`src/assert_macros.svh`:
```
// Assertion helpers shared by the RTL files.
`ifndef ASSERT_MACROS_SVH
`define ASSERT_MACROS_SVH

// Property checked at every rising clock edge outside reset.
`define DCBPM_ASSERT(lbl, clk_s, rst_n_s, prop, msg) \
	lbl: assert property (@(posedge clk_s) disable iff (!rst_n_s) prop) else $error(msg);

// Antecedent in one cycle, consequent in the next.
`define DCBPM_ASSERT_NEXT(lbl, clk_s, rst_n_s, ante, cons, msg) \
	lbl: assert property (@(posedge clk_s) disable iff (!rst_n_s) (ante) |=> (cons)) \
		else $error(msg);

`endif

```
`src/dcbpm_pkg.sv`:
```
// ---------------------------------------------------------------------------
// dcbpm_pkg
// Types and constants of the blame parity matrix.
// ---------------------------------------------------------------------------
package dcbpm_pkg;

	localparam int MAX_USERS   = 8;
	localparam int MAX_SERVERS = 8;
	localparam int IDX_W       = 3;
	localparam int CNT_W       = 4;
	localparam int VEC_W       = 8;
	localparam int SLOT_W      = 16;

	localparam logic [CNT_W-1:0] CNT_MAX = CNT_W'(8);

	typedef enum logic [0:0] {
		CFG_USERS   = 1'b0,
		CFG_SERVERS = 1'b1
	} cfg_idx_e;

	typedef enum logic [2:0] {
		MODE_USER_ROW    = 3'd0,
		MODE_SERVER_COL  = 3'd1,
		MODE_USER_OUT    = 3'd2,
		MODE_SERVER_OUT  = 3'd3,
		MODE_BAD_USERS   = 3'd4,
		MODE_BAD_SERVERS = 3'd5,
		MODE_CONFLICTS   = 3'd6
	} mode_e;

	typedef enum logic [1:0] {
		KIND_USER_MASK   = 2'd0,
		KIND_SERVER_MASK = 2'd1,
		KIND_CONFLICT    = 2'd2,
		KIND_NONE        = 2'd3
	} kind_e;

	typedef enum logic [4:0] {
		ST_IDLE  = 5'b00001,
		ST_PAR   = 5'b00010,
		ST_MASK  = 5'b00100,
		ST_SCAN  = 5'b01000,
		ST_FLUSH = 5'b10000
	} state_e;

	typedef struct packed {
		kind_e             kind;
		logic [VEC_W-1:0]  bad_mask;
		logic [SLOT_W-1:0] conflict_slot;
		logic [IDX_W-1:0]  user_index;
		logic [IDX_W-1:0]  server_index;
		logic              user_claim;
		logic              server_claim;
		logic              last;
	} result_t;

	// counts above the matrix size saturate
	function automatic logic [CNT_W-1:0] clamp_count(input logic [CNT_W-1:0] n);
		clamp_count = (n > CNT_MAX) ? CNT_MAX : n;
	endfunction

	// bit i set for every position i below n
	function automatic logic [VEC_W-1:0] count_mask(input logic [CNT_W-1:0] n);
		logic [VEC_W-1:0] m;
		m = '0;
		for (int i = 0; i < VEC_W; i++) begin
			m[i] = (CNT_W'(i) < n);
		end
		count_mask = m;
	endfunction

endpackage

```
`src/dc_net_blame_parity_matrix_top.sv`:
```
// ---------------------------------------------------------------------------
// dc_net_blame_parity_matrix_top
// Users-by-servers claim matrix with parity and conflict queries.
// ---------------------------------------------------------------------------
// Loads (row, column, output bit) are taken in idle and give no result.
// Bad-user and bad-server queries walk all eight rows or columns through one
// parity unit, one per cycle, then emit the mask result when the output
// register is free. A conflict query visits one cell per cycle unless it
// stalls; a conflict is held back until the next one is found so that the
// last one can carry last = 1, and the walk stalls when a new conflict finds
// a result waiting at the output register. The input is not ready while a
// query is running. Configuration is taken at any time.
// ---------------------------------------------------------------------------
module dc_net_blame_parity_matrix_top
	import dcbpm_pkg::*;
(
	input  logic                clk,
	input  logic                arst_n,
	input  logic                cfg_valid,
	output logic                cfg_ready,
	input  logic [0:0]          cfg_index,
	input  logic [CNT_W-1:0]    cfg_data,
	input  logic                in_valid,
	output logic                in_ready,
	input  logic [2:0]          mode,
	input  logic [IDX_W-1:0]    index,
	input  logic [VEC_W-1:0]    alibi_bits,
	input  logic                output_bit,
	input  logic [SLOT_W-1:0]   slot,
	output logic                out_valid,
	input  logic                out_ready,
	output logic [1:0]          kind,
	output logic [VEC_W-1:0]    bad_mask,
	output logic [SLOT_W-1:0]   conflict_slot,
	output logic [IDX_W-1:0]    user_index,
	output logic [IDX_W-1:0]    server_index,
	output logic                user_claim,
	output logic                server_claim,
	output logic                last
);

	`include "assert_macros.svh"

	logic [VEC_W-1:0]  rows_q [MAX_USERS];
	logic [VEC_W-1:0]  cols_q [MAX_SERVERS];
	logic [VEC_W-1:0]  uout_q, sout_q;
	logic [CNT_W-1:0]  nu_q, ns_q;

	state_e            state_q;
	logic              users_q;
	logic [IDX_W-1:0]  r_q, s_q;
	logic [VEC_W-1:0]  mask_q;
	logic [SLOT_W-1:0] slot_q;
	logic              pend_valid_q;
	logic [IDX_W-1:0]  pend_u_q, pend_s_q;
	logic              pend_uc_q;

	logic              out_valid_q;
	result_t           out_q;

	logic [CNT_W-1:0]  nu, ns;
	logic              in_xfer, out_free;
	logic [IDX_W-1:0]  col_idx;
	logic [VEC_W-1:0]  row_word, col_word, par_word;
	logic [CNT_W-1:0]  inner_n, outer_n;
	logic              par_bit, par_obit, par_bad;
	logic              cell_uc, cell_sc, cell_diff, scan_stall;
	logic              s_last, r_last;
	logic              r_in_range, s_in_range;
	logic              emit_en;
	result_t           emit_res;

	assign nu        = clamp_count(nu_q);
	assign ns        = clamp_count(ns_q);
	assign cfg_ready = 1'b1;
	assign in_ready  = (state_q == ST_IDLE);
	assign in_xfer   = in_valid && in_ready;
	assign out_free  = !out_valid_q || out_ready;

	// shared read ports of the claim stores
	assign col_idx  = (state_q == ST_SCAN) ? s_q : r_q;
	assign row_word = rows_q[r_q];
	assign col_word = cols_q[col_idx];

	// parity unit
	assign par_word = users_q ? row_word : col_word;
	assign inner_n  = users_q ? ns : nu;
	assign outer_n  = users_q ? nu : ns;
	assign par_bit  = ^(par_word & count_mask(inner_n));
	assign par_obit = users_q ? uout_q[r_q] : sout_q[r_q];
	assign par_bad  = (CNT_W'(r_q) < outer_n) && (par_bit != par_obit);

	// conflict cell compare
	assign cell_uc    = row_word[s_q];
	assign cell_sc    = col_word[r_q];
	assign cell_diff  = cell_uc != cell_sc;
	assign scan_stall = cell_diff && pend_valid_q && !out_free;
	assign s_last     = (CNT_W'(s_q) + CNT_W'(1)) >= ns;
	assign r_last     = (CNT_W'(r_q) + CNT_W'(1)) >= nu;
	assign r_in_range = CNT_W'(r_q) < nu;
	assign s_in_range = CNT_W'(s_q) < ns;

	always_comb begin
		emit_en  = 1'b0;
		emit_res = '0;
		unique case (state_q)
			ST_MASK: begin
				emit_en           = out_free;
				emit_res.kind     = users_q ? KIND_USER_MASK : KIND_SERVER_MASK;
				emit_res.bad_mask = mask_q;
				emit_res.last     = 1'b1;
			end
			ST_SCAN: begin
				emit_en                = cell_diff && pend_valid_q && out_free;
				emit_res.kind          = KIND_CONFLICT;
				emit_res.conflict_slot = slot_q;
				emit_res.user_index    = pend_u_q;
				emit_res.server_index  = pend_s_q;
				emit_res.user_claim    = pend_uc_q;
				emit_res.server_claim  = !pend_uc_q;
			end
			ST_FLUSH: begin
				emit_en                = out_free;
				emit_res.conflict_slot = slot_q;
				emit_res.last          = 1'b1;
				if (pend_valid_q) begin
					emit_res.kind         = KIND_CONFLICT;
					emit_res.user_index   = pend_u_q;
					emit_res.server_index = pend_s_q;
					emit_res.user_claim   = pend_uc_q;
					emit_res.server_claim = !pend_uc_q;
				end else begin
					emit_res.kind = KIND_NONE;
				end
			end
			default: begin
				emit_en = 1'b0;
			end
		endcase
	end

	// configuration
	always_ff @(posedge clk or negedge arst_n) begin
		if (!arst_n) begin
			nu_q <= CNT_MAX;
			ns_q <= CNT_MAX;
		end else if (cfg_valid) begin
			unique case (cfg_idx_e'(cfg_index))
				CFG_USERS:   nu_q <= cfg_data;
				CFG_SERVERS: ns_q <= cfg_data;
				default:     nu_q <= nu_q;
			endcase
		end
	end

	// claim stores and published bits
	always_ff @(posedge clk or negedge arst_n) begin
		if (!arst_n) begin
			for (int i = 0; i < MAX_USERS; i++) begin
				rows_q[i] <= '0;
			end
			for (int i = 0; i < MAX_SERVERS; i++) begin
				cols_q[i] <= '0;
			end
			uout_q <= '0;
			sout_q <= '0;
		end else if (in_xfer) begin
			unique case (mode_e'(mode))
				MODE_USER_ROW: begin
					if (CNT_W'(index) < nu) rows_q[index] <= alibi_bits;
				end
				MODE_SERVER_COL: begin
					if (CNT_W'(index) < ns) cols_q[index] <= alibi_bits;
				end
				MODE_USER_OUT: begin
					if (CNT_W'(index) < nu) uout_q[index] <= output_bit;
				end
				MODE_SERVER_OUT: begin
					if (CNT_W'(index) < ns) sout_q[index] <= output_bit;
				end
				default: begin
					uout_q <= uout_q;
				end
			endcase
		end
	end

	// sequencer
	always_ff @(posedge clk or negedge arst_n) begin
		if (!arst_n) begin
			state_q      <= ST_IDLE;
			pend_valid_q <= 1'b0;
			users_q      <= 1'b0;
			r_q          <= '0;
			s_q          <= '0;
		end else begin
			unique case (state_q)
				ST_IDLE: begin
					if (in_xfer) begin
						r_q          <= '0;
						s_q          <= '0;
						pend_valid_q <= 1'b0;
						unique case (mode_e'(mode))
							MODE_BAD_USERS: begin
								users_q <= 1'b1;
								state_q <= ST_PAR;
							end
							MODE_BAD_SERVERS: begin
								users_q <= 1'b0;
								state_q <= ST_PAR;
							end
							MODE_CONFLICTS: begin
								state_q <= ((nu == '0) || (ns == '0)) ? ST_FLUSH : ST_SCAN;
							end
							default: begin
								state_q <= ST_IDLE;
							end
						endcase
					end
				end
				ST_PAR: begin
					r_q <= r_q + IDX_W'(1);
					if (r_q == IDX_W'(MAX_USERS - 1)) state_q <= ST_MASK;
				end
				ST_MASK: begin
					if (out_free) state_q <= ST_IDLE;
				end
				ST_SCAN: begin
					if (!scan_stall) begin
						if (cell_diff) begin
							pend_valid_q <= 1'b1;
						end
						if (s_last) begin
							s_q <= '0;
							if (r_last) begin
								state_q <= ST_FLUSH;
							end else begin
								r_q <= r_q + IDX_W'(1);
							end
						end else begin
							s_q <= s_q + IDX_W'(1);
						end
					end
				end
				ST_FLUSH: begin
					if (out_free) begin
						pend_valid_q <= 1'b0;
						state_q      <= ST_IDLE;
					end
				end
				default: begin
					state_q <= ST_IDLE;
				end
			endcase
		end
	end

	// query payload
	always_ff @(posedge clk) begin
		if (in_xfer) begin
			slot_q <= slot;
			mask_q <= '0;
		end else if (state_q == ST_PAR) begin
			mask_q[r_q] <= par_bad;
		end
		if ((state_q == ST_SCAN) && cell_diff && !scan_stall) begin
			pend_u_q  <= r_q;
			pend_s_q  <= s_q;
			pend_uc_q <= cell_uc;
		end
	end

	// output register
	always_ff @(posedge clk or negedge arst_n) begin
		if (!arst_n) begin
			out_valid_q <= 1'b0;
		end else if (emit_en) begin
			out_valid_q <= 1'b1;
		end else if (out_ready) begin
			out_valid_q <= 1'b0;
		end
	end

	always_ff @(posedge clk) begin
		if (emit_en) out_q <= emit_res;
	end

	assign out_valid     = out_valid_q;
	assign kind          = out_q.kind;
	assign bad_mask      = out_q.bad_mask;
	assign conflict_slot = out_q.conflict_slot;
	assign user_index    = out_q.user_index;
	assign server_index  = out_q.server_index;
	assign user_claim    = out_q.user_claim;
	assign server_claim  = out_q.server_claim;
	assign last          = out_q.last;

	`DCBPM_ASSERT(a_pend_idle, clk, arst_n, (state_q == ST_IDLE) |-> !pend_valid_q, "pending conflict left in idle")
	`DCBPM_ASSERT(a_scan_range, clk, arst_n, (state_q == ST_SCAN) |-> (r_in_range && s_in_range), "scan cell outside counts")
	`DCBPM_ASSERT(a_conflict_claims, clk, arst_n, (out_valid && (kind == KIND_CONFLICT)) |-> (user_claim != server_claim), "conflict with equal claims")
	`DCBPM_ASSERT_NEXT(a_emit_no_drop, clk, arst_n, emit_en, out_valid_q, "result dropped at output register")

endmodule

```
`config.mk`:
```
export PLATFORM = sky130hd
export DESIGN_NAME = dc_net_blame_parity_matrix_top
export DESIGN_NICKNAME = d
export VERILOG_FILES = /design/src/dcbpm_pkg.sv /design/src/dc_net_blame_parity_matrix_top.sv
export VERILOG_INCLUDE_DIRS = /design/src /design/src/src
export SDC_FILE = /design/constraint.sdc
export NUM_CORES = 1
export LEC_CHECK = 0
export BUFFER_PORTS_ARGS = -buffer_cell sky130_fd_sc_hd__buf_2
export CAP_MARGIN = 20
export CELL_PAD_IN_SITES_DETAIL_PLACEMENT = 1
export CELL_PAD_IN_SITES_GLOBAL_PLACEMENT = 2
export CORE_ASPECT_RATIO = 1.75
export CORE_UTILIZATION = 45
export DETAILED_ROUTE_END_ITERATION = 8
export GPL_TIMING_DRIVEN = 0
export PLACE_DENSITY_LB_ADDON = 0.1
export SYNTH_ARGS = -nofsm -noshare
export SYNTH_HDL_FRONTEND = slang
export SYNTH_SLANG_ARGS = --single-unit
```
`constraint.sdc`:
```
create_clock -name clk -period 9.51 [get_ports clk]
set_input_delay 2.853 -clock clk [delete_from_list [all_inputs] [get_ports clk]]
set_output_delay 2.853 -clock clk [all_outputs]
set_load 0.05 [all_outputs]
```
==> impl_metrics.env, run 1 <==
export IMPL_crit_family="compound AO/OA/AOI/OAI gates"
export IMPL_finalPower_mw=3.28
export IMPL_synth_xor_xnor_area_share=0.0102
export IMPL_start_util=0.457
export IMPL_cts_buffers=23
export IMPL_rsz0062_at_grt="no"
export IMPL_synth_top_area_cell="dfrtp_1"
export IMPL_synthArstFlopShare=0.716
export IMPL_drv_slew=0
export IMPL_synthCells=926
export IMPL_ir_worst_vdd_v=0.000188
export IMPL_power_density_mw_per_mm2=250
export IMPL_ys_types=85
export IMPL_highest_layer="met4"
export IMPL_cts_tree="built"
export IMPL_clock_path_buffers=3
export IMPL_cp_cell_sequence="buf_2 > buf_1 > mux2i_1 > o21ai_0 > nand2_1 > o221ai_1 > o211ai_1 > o21ai_0 > mux2i_1 > xor2_4 > a31oi_1 > nor2_4"
export IMPL_rows=77
export IMPL_cp_start_kind="flop"
export IMPL_wl_met1_um=12600
export IMPL_post_route_period_util=0.537
export IMPL_gp_congestion=0.844
export IMPL_ys_warn_count=0
export IMPL_maxCapViolations=0
export IMPL_synth_avg_cell_area_um2=12.4
export IMPL_diodes=0
export IMPL_grt_pass1_wl_um=50500
export IMPL_synth_fa_ha_area_frac=0.0185
export IMPL_wire_per_inst_um=24.0
export IMPL_syn_area_mm2=0.0115
export IMPL_power_leakage_nw=5.79
export IMPL_cp_slowest_cell="nor2_4"
export IMPL_ctsHoldBuffers=0
export IMPL_synth_compound_area_share=0.103
export IMPL_status="finished, final reports clean"
export IMPL_fin_util=0.522
export IMPL_die_w_um=123
export IMPL_synth_ff_type="dfrtp_1"
export IMPL_max_freq_mhz=196
export IMPL_synth_simple_area_share=0.116
export IMPL_cts_max_level=1
export IMPL_synth_top_family_by_area="multiplexers"
export IMPL_gr_usage_all_layers=0.262
export IMPL_fillers=2629
export IMPL_cts_resized=0
export IMPL_drt_initial_drc_count=334
export IMPL_ys_top_cells_by_area="dfrtp_1 35%, mux2_2 15%, edfxtp_1 15%"
export IMPL_port_buffers=76
export IMPL_place_area_mm2=0.0123
export IMPL_finalSetupTns_ns=0
export IMPL_via_count=7933
export IMPL_grt_overflow_total=0
export IMPL_hp_class="reg -> reg"
export IMPL_design_area_mm2=0.0131
export IMPL_grt_pass1_vias=8551
export IMPL_clockRootBuffer="clkbuf_16"
export IMPL_holdWs_ns=0.468
export IMPL_crit_path_max_incr_delay_ns=0.78
export IMPL_required_ns=9.65
export IMPL_drive_gt1_frac=0.320
export IMPL_grt_max_degree=101
export IMPL_wl_met3_um=971
export IMPL_drtAntennaViolNets=0
export IMPL_end_kind="flop"
export IMPL_antenna_found_initial=0
export IMPL_fin_skew_ns=0.0184
export IMPL_ys_seq_area_frac=0.527
export IMPL_syn_num_nets=984
export IMPL_clk_latency_ns=0.53
export IMPL_synthMuxAreaShare=0.202
export IMPL_layout_nets=1087
export IMPL_vias_per_cell=5.82
export IMPL_final_cell_mix="163 x dfrtp_1, 157 x mux2_2, 97 x nand2_1"
export IMPL_drt_total_wl_um=32600
export IMPL_dieArea_mm2=0.0262
export IMPL_netlist_area_leader_share=0.355
export IMPL_maxSlewHeadroom=0.256
export IMPL_postCtsSetupBuffers=0
export IMPL_criticalPathCategory="reg -> reg"
export IMPL_drc=0
export IMPL_final_common_cell="dfrtp_1"
export IMPL_crit_path_max_fanout=35
export IMPL_setup_viol=0
export IMPL_dr_pass1_iters=6
export IMPL_cp_arrival_ns=5.25
export IMPL_path_clk_slew_ns=0.06
export IMPL_wl_met2_um=18000
export IMPL_cts_sinks=232
export IMPL_tightest_slew_ns=1.11
export IMPL_ys_seq_elements=232
export IMPL_path_buf_inv=2
export IMPL_die_h_um=213
export IMPL_io_pins=79
export IMPL_syn2layout_area_growth_pct=14.1
export IMPL_coreArea_mm2=0.0251
export IMPL_finalHoldViolCount=0
export IMPL_dp_hpwl_um=24000
export IMPL_min_period_ns=5.10
export IMPL_synth_edf_count=58
-- synth_stat cells, drive strengths merged, types with 3 or more instances --
master / count
mux2i: 21
o311ai: 5
nor3: 9
nand3b: 3
xor2: 5
and2: 38
nand2b: 13
a31oi: 9
nor4: 6
dfxtp: 8
nand4: 3
nor3b: 5
or3: 3
dfstp: 3
o311a: 3
and3: 7
mux2: 162
o22ai: 4
inv: 12
o221ai: 4
o41ai: 3
clkbuf: 21
a211oi: 11
a32o: 4
o211ai: 9
a2111oi: 4
buf: 25
ha: 17
nand3: 18
nand2: 100
mux4: 13
o21ai: 26
a32oi: 5
nor2: 34
o31ai: 7
edfxtp: 58
nor2b: 13
a21o: 6
a22oi: 7
a21oi: 29
dfrtp: 163
-- cell type report --
class                           count  area (um^2)  share of cell area
Multi-Input combinational cell    636         5180               0.395
Buffer                             46          218              0.0166
Clock buffer                       34          677              0.0516
Timing Repair Buffer               78          423              0.0322
Inverter                           12         45.0             0.00343
Tap cell                          316          395              0.0301
Sequential cell                   232         6060               0.462
Clock inverter                      8          119             0.00906
-- power by group --
| part | internal, mW | switching (mW) | total [mW] |
|---|---|---|---|
| sequential | 1.20 | 0.0967 | 1.30 |
| clock | 0.574 | 0.383 | 0.958 |
| combinational | 0.380 | 0.650 | 1.03 |
| total | 2.15 | 1.13 | 3.28 |
-- worst register-to-register path: cells and delay by family, from the launching register on --
family                 cells  cell delay (ns)
AND/OR/NAND/NOR            2             0.91
buffers and inverters      2             1.01
XOR/XNOR                   1             0.34
flip-flops                 1             0.63
multiplexers               2             0.83
AO/OA/AOI/OAI              5             0.99
-- worst paths after layout --
| path | from | endpoint | slack (ns) | cells past startpoint |
|---|---|---|---|---|
| setup / recovery | r_q[2] | kind[1] | 4.41 | 12 |
| hold / removal | mask_q[7] | mask_q[7] | 0.47 | 2 |
| setup reg to reg | r_q[2] | kind[1] | 4.41 | 12 |
| hold reg to reg | mask_q[7] | mask_q[7] | 0.47 | 2 |
| max in group asynchronous | arst_n | rows_q[11] | 6.33 | 2 |
| min in group asynchronous | arst_n | pend_valid_q | 2.24 | 1 |
-- flip-flops by register name (all words and copies together), names as in the netlist, 2 cells and up --
| name | flops |
|---|---|
| bad_mask | 8 |
| server_index | 3 |
| pend_u_q | 3 |
| cols_q | 64 |
| mask_q | 8 |
| s_q | 3 |
| r_q | 3 |
| uout_q | 8 |
| nu_q | 4 |
| rows_q | 64 |
| user_index | 3 |
| kind | 2 |
| pend_s_q | 3 |
| ns_q | 4 |
| slot_q | 16 |
| sout_q | 8 |
| state_q | 5 |
| conflict_slot | 16 |
-- per-stage QoR --
stage	std cells	worst slack [ns]
after global routing	1362	4.09
after CTS	1361	4.33
after floorplan	926	4.68
after detailed placement	1319	3.96
final	1362	4.41
after global placement	1318	2.86
-- cells by family (layout without fill, tap and decap cells) --
family                     after synthesis  count (layout)
and+or+nand+nor                        259             259
DFF                                    232             232
muxes                                  196             196
AOI/OAI and AO/OA                      155             155
buffers and inverters                   58             178
adders and majority gates               17              17
xor gates and xnor gates                 8               8
other                                    1               1
-- layer usage --
layer,track usage,up-vias
li1,-,3640
met1,0.296,4072
met2,0.496,165
met3,0.0274,56
met4,0.0971,0
met5,0,-
Power figures use the tool's default switching activity.
==> run 2: changes to the inputs <==
CORE_UTILIZATION = 38   (was 45)
clock period = 4.6 ns   (was 9.51 ns; I/O delays follow)
==> impl_metrics.env, run 2 (synthesis gave the netlist of run 1 again) <==
export IMPL_drtAntennaViolNets=0
export IMPL_start_util=0.390
export IMPL_clock_path_buffers=3
export IMPL_final_cell_mix="163 x dfrtp_1, 157 x mux2_2, 97 x nand2_1"
export IMPL_power_density_mw_per_mm2=530
export IMPL_crit_path_max_fanout=18
export IMPL_clockRootBuffer="clkbuf_16"
export IMPL_grt_pass1_wl_um=53600
export IMPL_path_clk_slew_ns=0.07
export IMPL_drt_total_wl_um=34300
export IMPL_min_period_ns=4.43
export IMPL_hp_class="reg -> reg"
export IMPL_syn2layout_area_growth_pct=16.2
export IMPL_placed_cells=1386
export IMPL_required_ns=4.90
export IMPL_coreArea_mm2=0.0295
export IMPL_die_h_um=232
export IMPL_cp_arrival_ns=4.72
export IMPL_port_buffers=76
export IMPL_maxCapViolations=0
export IMPL_drive_gt1_frac=0.326
export IMPL_die_w_um=133
export IMPL_place_area_mm2=0.0124
export IMPL_cts_sinks=232
export IMPL_path_buf_inv=1
export IMPL_criticalPathCategory="reg -> reg"
export IMPL_finalSetupTns_ns=0
export IMPL_grt_max_degree=116
export IMPL_drt_initial_drc_count=353
export IMPL_crit_path_max_incr_delay_ns=0.70
export IMPL_multi_input_area_mm2=0.00519
export IMPL_vias_per_cell=5.55
export IMPL_rsz0062_at_grt="no"
export IMPL_cp_cell_sequence="nor3_4 > a21oi_1 > nor2_1 > a2111oi_0 > nor3_1 > o311a_1 > o2111ai_2 > xor2_4 > a31oi_1 > nor2_4 > buf_12"
export IMPL_dr_pass1_iters=5
export IMPL_antenna_found_initial=0
export IMPL_rows=83
export IMPL_drc=0
export IMPL_cp_slowest_cell="nor2_1"
export IMPL_final_common_cell="dfrtp_1"
export IMPL_grt_overflow_total=0
export IMPL_dp_hpwl_um=25000
export IMPL_seqCellArea_mm2=0.00606
export IMPL_fillers=3117
export IMPL_wire_per_inst_um=23.9
export IMPL_io_pins=79
export IMPL_setup_viol=0
export IMPL_diodes=0
export IMPL_cts_max_level=1
export IMPL_max_freq_mhz=226
export IMPL_status="finished, final reports clean"
export IMPL_stdcell_count=1435
export IMPL_cts_buffers=25
export IMPL_gp_congestion=0.833
export IMPL_end_kind="flop"
export IMPL_finalHoldViolCount=0
export IMPL_clk_latency_ns=0.55
export IMPL_ir_worst_vdd_v=0.000324
export IMPL_layout_nets=1092
export IMPL_gr_usage_all_layers=0.232
export IMPL_cp_start_kind="flop"
export IMPL_fin_skew_ns=0.0108
export IMPL_drv_slew=0
export IMPL_dieArea_mm2=0.0310
export IMPL_post_route_period_util=0.962
export IMPL_maxSlewHeadroom=0.313
export IMPL_crit_family="simple AND/OR/NAND/NOR gates"
export IMPL_power_leakage_nw=5.86
export IMPL_cts_tree="built"
export IMPL_reg_top3="cols_q (64), rows_q (64)"
export IMPL_via_count=7966
export IMPL_design_area_mm2=0.0134
export IMPL_grt_pass1_vias=8769
export IMPL_tightest_slew_ns=1.02
## run 2: changes by cell type in the layout (fill, tap and decap cells not counted), sizes merged
cell,delta
buf,+2
bufinv,+2
clkinv,+1
inv,+1
nor2,+1
## run 2: path summary, 6_finish.rpt
| kind | cells after the start | endpoint | startpoint | slack, ns |
|---|---|---|---|---|
| worst max-delay path | 11 | conflict_slot[13] | state_q[2] | 0.17 |
| worst min-delay path | 2 | mask_q[7] | mask_q[7] | 0.46 |
| worst max register to register | 11 | conflict_slot[13] | state_q[2] | 0.17 |
| worst min register to register | 2 | mask_q[7] | mask_q[7] | 0.46 |
| max in group asynchronous | 2 | r_q[1] | arst_n | 2.88 |
| min in group asynchronous | 1 | rows_q[49] | arst_n | 0.74 |
## run 2: layout make-up
class                   instances  share of cell area
flip-flops and latches        232               0.454
well taps                     382              0.0358
inverters                      12             0.00337
clock inverters                12              0.0142
repair buffers                 80              0.0347
multi-input cells             637               0.389
plain buffers                  46              0.0165
clock buffers                  34              0.0532
## run 2: through the flow
step	setup slack, ns	power, mW	hold WS [ns]	util
2_1_floorplan	0.536	4.19	0.433	-
3_3_place_gp	-1.16	4.85	0.443	0.419
3_5_place_dp	-0.648	4.89	0.459	0.420
4_1_cts	0.183	7.18	0.468	0.453
5_1_grt	0.0116	7.45	0.516	0.453
6_report	0.175	7.08	0.462	0.453
## run 2: power by group
part	total [mW]	leakage (nW)	switching, mW	internal [mW]
Clock	2.23	0.442	0.864	1.36
Combinational	2.18	2.56	1.37	0.805
Sequential	2.68	2.86	0.199	2.48
Total	7.08	5.86	2.44	4.65
## run 2: worst reg2reg max path, cell delays in order (launching register included)
cell,delay [ns]
dfrtp_1,0.46
nor3_4,0.46
a21oi_1,0.27
nor2_1,0.70
a2111oi_0,0.16
nor3_1,0.60
o311a_1,0.25
o2111ai_2,0.19
xor2_4,0.25
a31oi_1,0.55
nor2_4,0.09
buf_12,0.18
## run 2: repair_timing
item	in CTS	in global routing
endpoints found under the setup margin	42	0
buffers inserted	2	0
hold buffers	0	0
resized for setup	4	0
## run 2: routing by layer
metal	vias up	part of all wire	global-route usage
li1	3649	-	-
met1	4086	0.37	0.250
met2	165	0.55	0.449
met3	66	0.037	0.0306
met4	0	0.039	0.0938
met5	-	0	0
==> run 3: changes to the inputs <==
CORE_MARGIN = 3   (was not set)
==> impl_metrics.env, run 3 (synthesis gave the netlist of run 1 again) <==
export IMPL_status="finished, final reports clean"
export IMPL_place_area_mm2=0.0124
export IMPL_final_cell_mix="163 x dfrtp_1, 157 x mux2_2, 97 x nand2_1"
export IMPL_port_buffers=76
export IMPL_cts_max_level=1
export IMPL_dr_pass1_iters=4
export IMPL_holdWs_ns=0.457
export IMPL_grt_max_degree=88
export IMPL_cp_cell_sequence="buf_2 > buf_2 > mux2i_1 > nor2_1 > a31oi_1 > o221ai_1 > o211ai_1 > o21ai_0 > mux2i_2 > xor2_4 > a31oi_1 > nor2_4 > buf_12"
export IMPL_setup_viol=0
export IMPL_maxSlewHeadroom=0.341
export IMPL_fin_skew_ns=0.0120
export IMPL_final_common_cell="dfrtp_1"
export IMPL_cts_buffers=23
export IMPL_cts_sinks=232
export IMPL_grt_overflow_total=0
export IMPL_vias_per_cell=5.60
export IMPL_grt_pass1_wl_um=53000
export IMPL_drv_slew=0
export IMPL_crit_path_start="r_q[2]"
export IMPL_drc=0
export IMPL_stdcell_count=1433
export IMPL_design_area_mm2=0.0132
export IMPL_path_clk_slew_ns=0.07
export IMPL_cts_tree="built"
export IMPL_reg_top3="cols_q (64), rows_q (64)"
export IMPL_max_freq_mhz=225
export IMPL_min_period_ns=4.44
export IMPL_p_seq_frac=0.398
export IMPL_coreArea_mm2=0.0296
export IMPL_gp_congestion=0.849
export IMPL_diodes=0
export IMPL_power_leakage_nw=5.79
export IMPL_post_route_period_util=0.966
export IMPL_drive_gt1_frac=0.324
export IMPL_grt_pass1_vias=8533
export IMPL_antenna_found_initial=0
export IMPL_switchingPower_mw=2.40
export IMPL_gr_usage_all_layers=0.217
export IMPL_clockRootBuffer="clkbuf_16"
export IMPL_hp_class="reg -> reg"
export IMPL_finalPower_mw=6.73
export IMPL_fin_util=0.446
export IMPL_end_kind="flop"
export IMPL_r2r_setup_slack_ns=0.16
export IMPL_layout_nets=1092
export IMPL_pre_cts_slack_ns=-0.650
export IMPL_crit_path_max_incr_delay_ns=0.64
export IMPL_clk_latency_ns=0.53
export IMPL_placed_cells=1387
export IMPL_internal_power_mw=4.33
export IMPL_pwr_share_comb=0.326
export IMPL_die_h_um=236
export IMPL_drt_total_wl_um=35000
export IMPL_tightest_slew_ns=0.980
export IMPL_rsz0062_at_grt="no"
export IMPL_finalHoldViolCount=0
export IMPL_maxCapViolations=0
export IMPL_critPathCapture="conflict_slot[13]"
export IMPL_die_w_um=137
export IMPL_drt_initial_drc_count=268
export IMPL_clock_path_buffers=3
export IMPL_cp_arrival_ns=4.68
export IMPL_criticalPathCategory="reg -> reg"
export IMPL_ir_worst_vdd_v=0.000308
export IMPL_fin_ws_ns=0.158
export IMPL_cp_slowest_cell="dfrtp_1"
export IMPL_p_clk_frac=0.276
export IMPL_reg2reg_from="r_q[2]"
export IMPL_dp_hpwl_um=25400
export IMPL_via_count=8022
export IMPL_crit_path_max_fanout=18
export IMPL_power_density_mw_per_mm2=509
export IMPL_wire_per_inst_um=24.5
export IMPL_dieArea_mm2=0.0325
export IMPL_required_ns=4.84
export IMPL_start_util=0.388
export IMPL_drtAntennaViolNets=0
export IMPL_finalSetupTns_ns=0
export IMPL_cp_start_kind="flop"
export IMPL_r2r_end="conflict_slot[13]"
export IMPL_rows=83
export IMPL_p_sw_frac=0.357
export IMPL_syn2layout_area_growth_pct=15.0
export IMPL_rr_worst_depth=13
export IMPL_io_pins=79
[run 3: cell type report]
cell class                 count  area (um^2)
fill                        3213        16400
sequential                   232         6060
multi-input combinational    637         5200
clock buffer                  29          598
timing repair buffer          82          488
tap                          382          478
buffer                        46          221
clock inverter                13          126
inverter                      12         45.0
[run 3: power by group through the flow]
stage	clock (mW)	combinational, mW	sequential (mW)
floorplan	0	1.43	2.76
global placement	0	2.14	2.70
detailed placement	0	2.17	2.72
CTS	1.93	2.21	2.68
global route	2.00	2.38	2.71
finish	1.86	2.19	2.68
[run 3: timing repair]
item | CTS | global route
hold buffers | 0 | 0
resized for setup | 4 | 2
buffers inserted | 2 | 0
pin swaps | 2 | 0
endpoints found under the setup margin | 42 | 43
gates cloned | 1 | 0
[run 3: how the worst min path moves through the flow]
stage / startpoint / to / slack (ns) / cells after the start
finish: mask_q[7] / mask_q[7] / 0.46 / 2
global route: mask_q[7] / mask_q[7] / 0.51 / 2
CTS: mask_q[7] / mask_q[7] / 0.46 / 2
detailed placement: mask_q[7] / mask_q[7] / 0.45 / 2
global placement: mask_q[7] / mask_q[7] / 0.44 / 2
floorplan: mask_q[7] / mask_q[7] / 0.43 / 2
[run 3: metal layers]
layer / up-vias / track usage / share of wire
li1: 3659 / - / -
met1: 4175 / 0.244 / 0.38
met2: 141 / 0.416 / 0.56
met3: 47 / 0.0245 / 0.029
met4: 0 / 0.0693 / 0.030
met5: - / 0 / 0
[run 3: worst max-delay path, delay by kind of cell (launching register included)]
family	cells	cell delay [ns]
AO/OA/AOI/OAI	5	1.11
buffers and inverters	3	1.04
multiplexers	2	0.70
flip-flops	1	0.64
XOR/XNOR	1	0.34
AND/OR/NAND/NOR	2	0.28
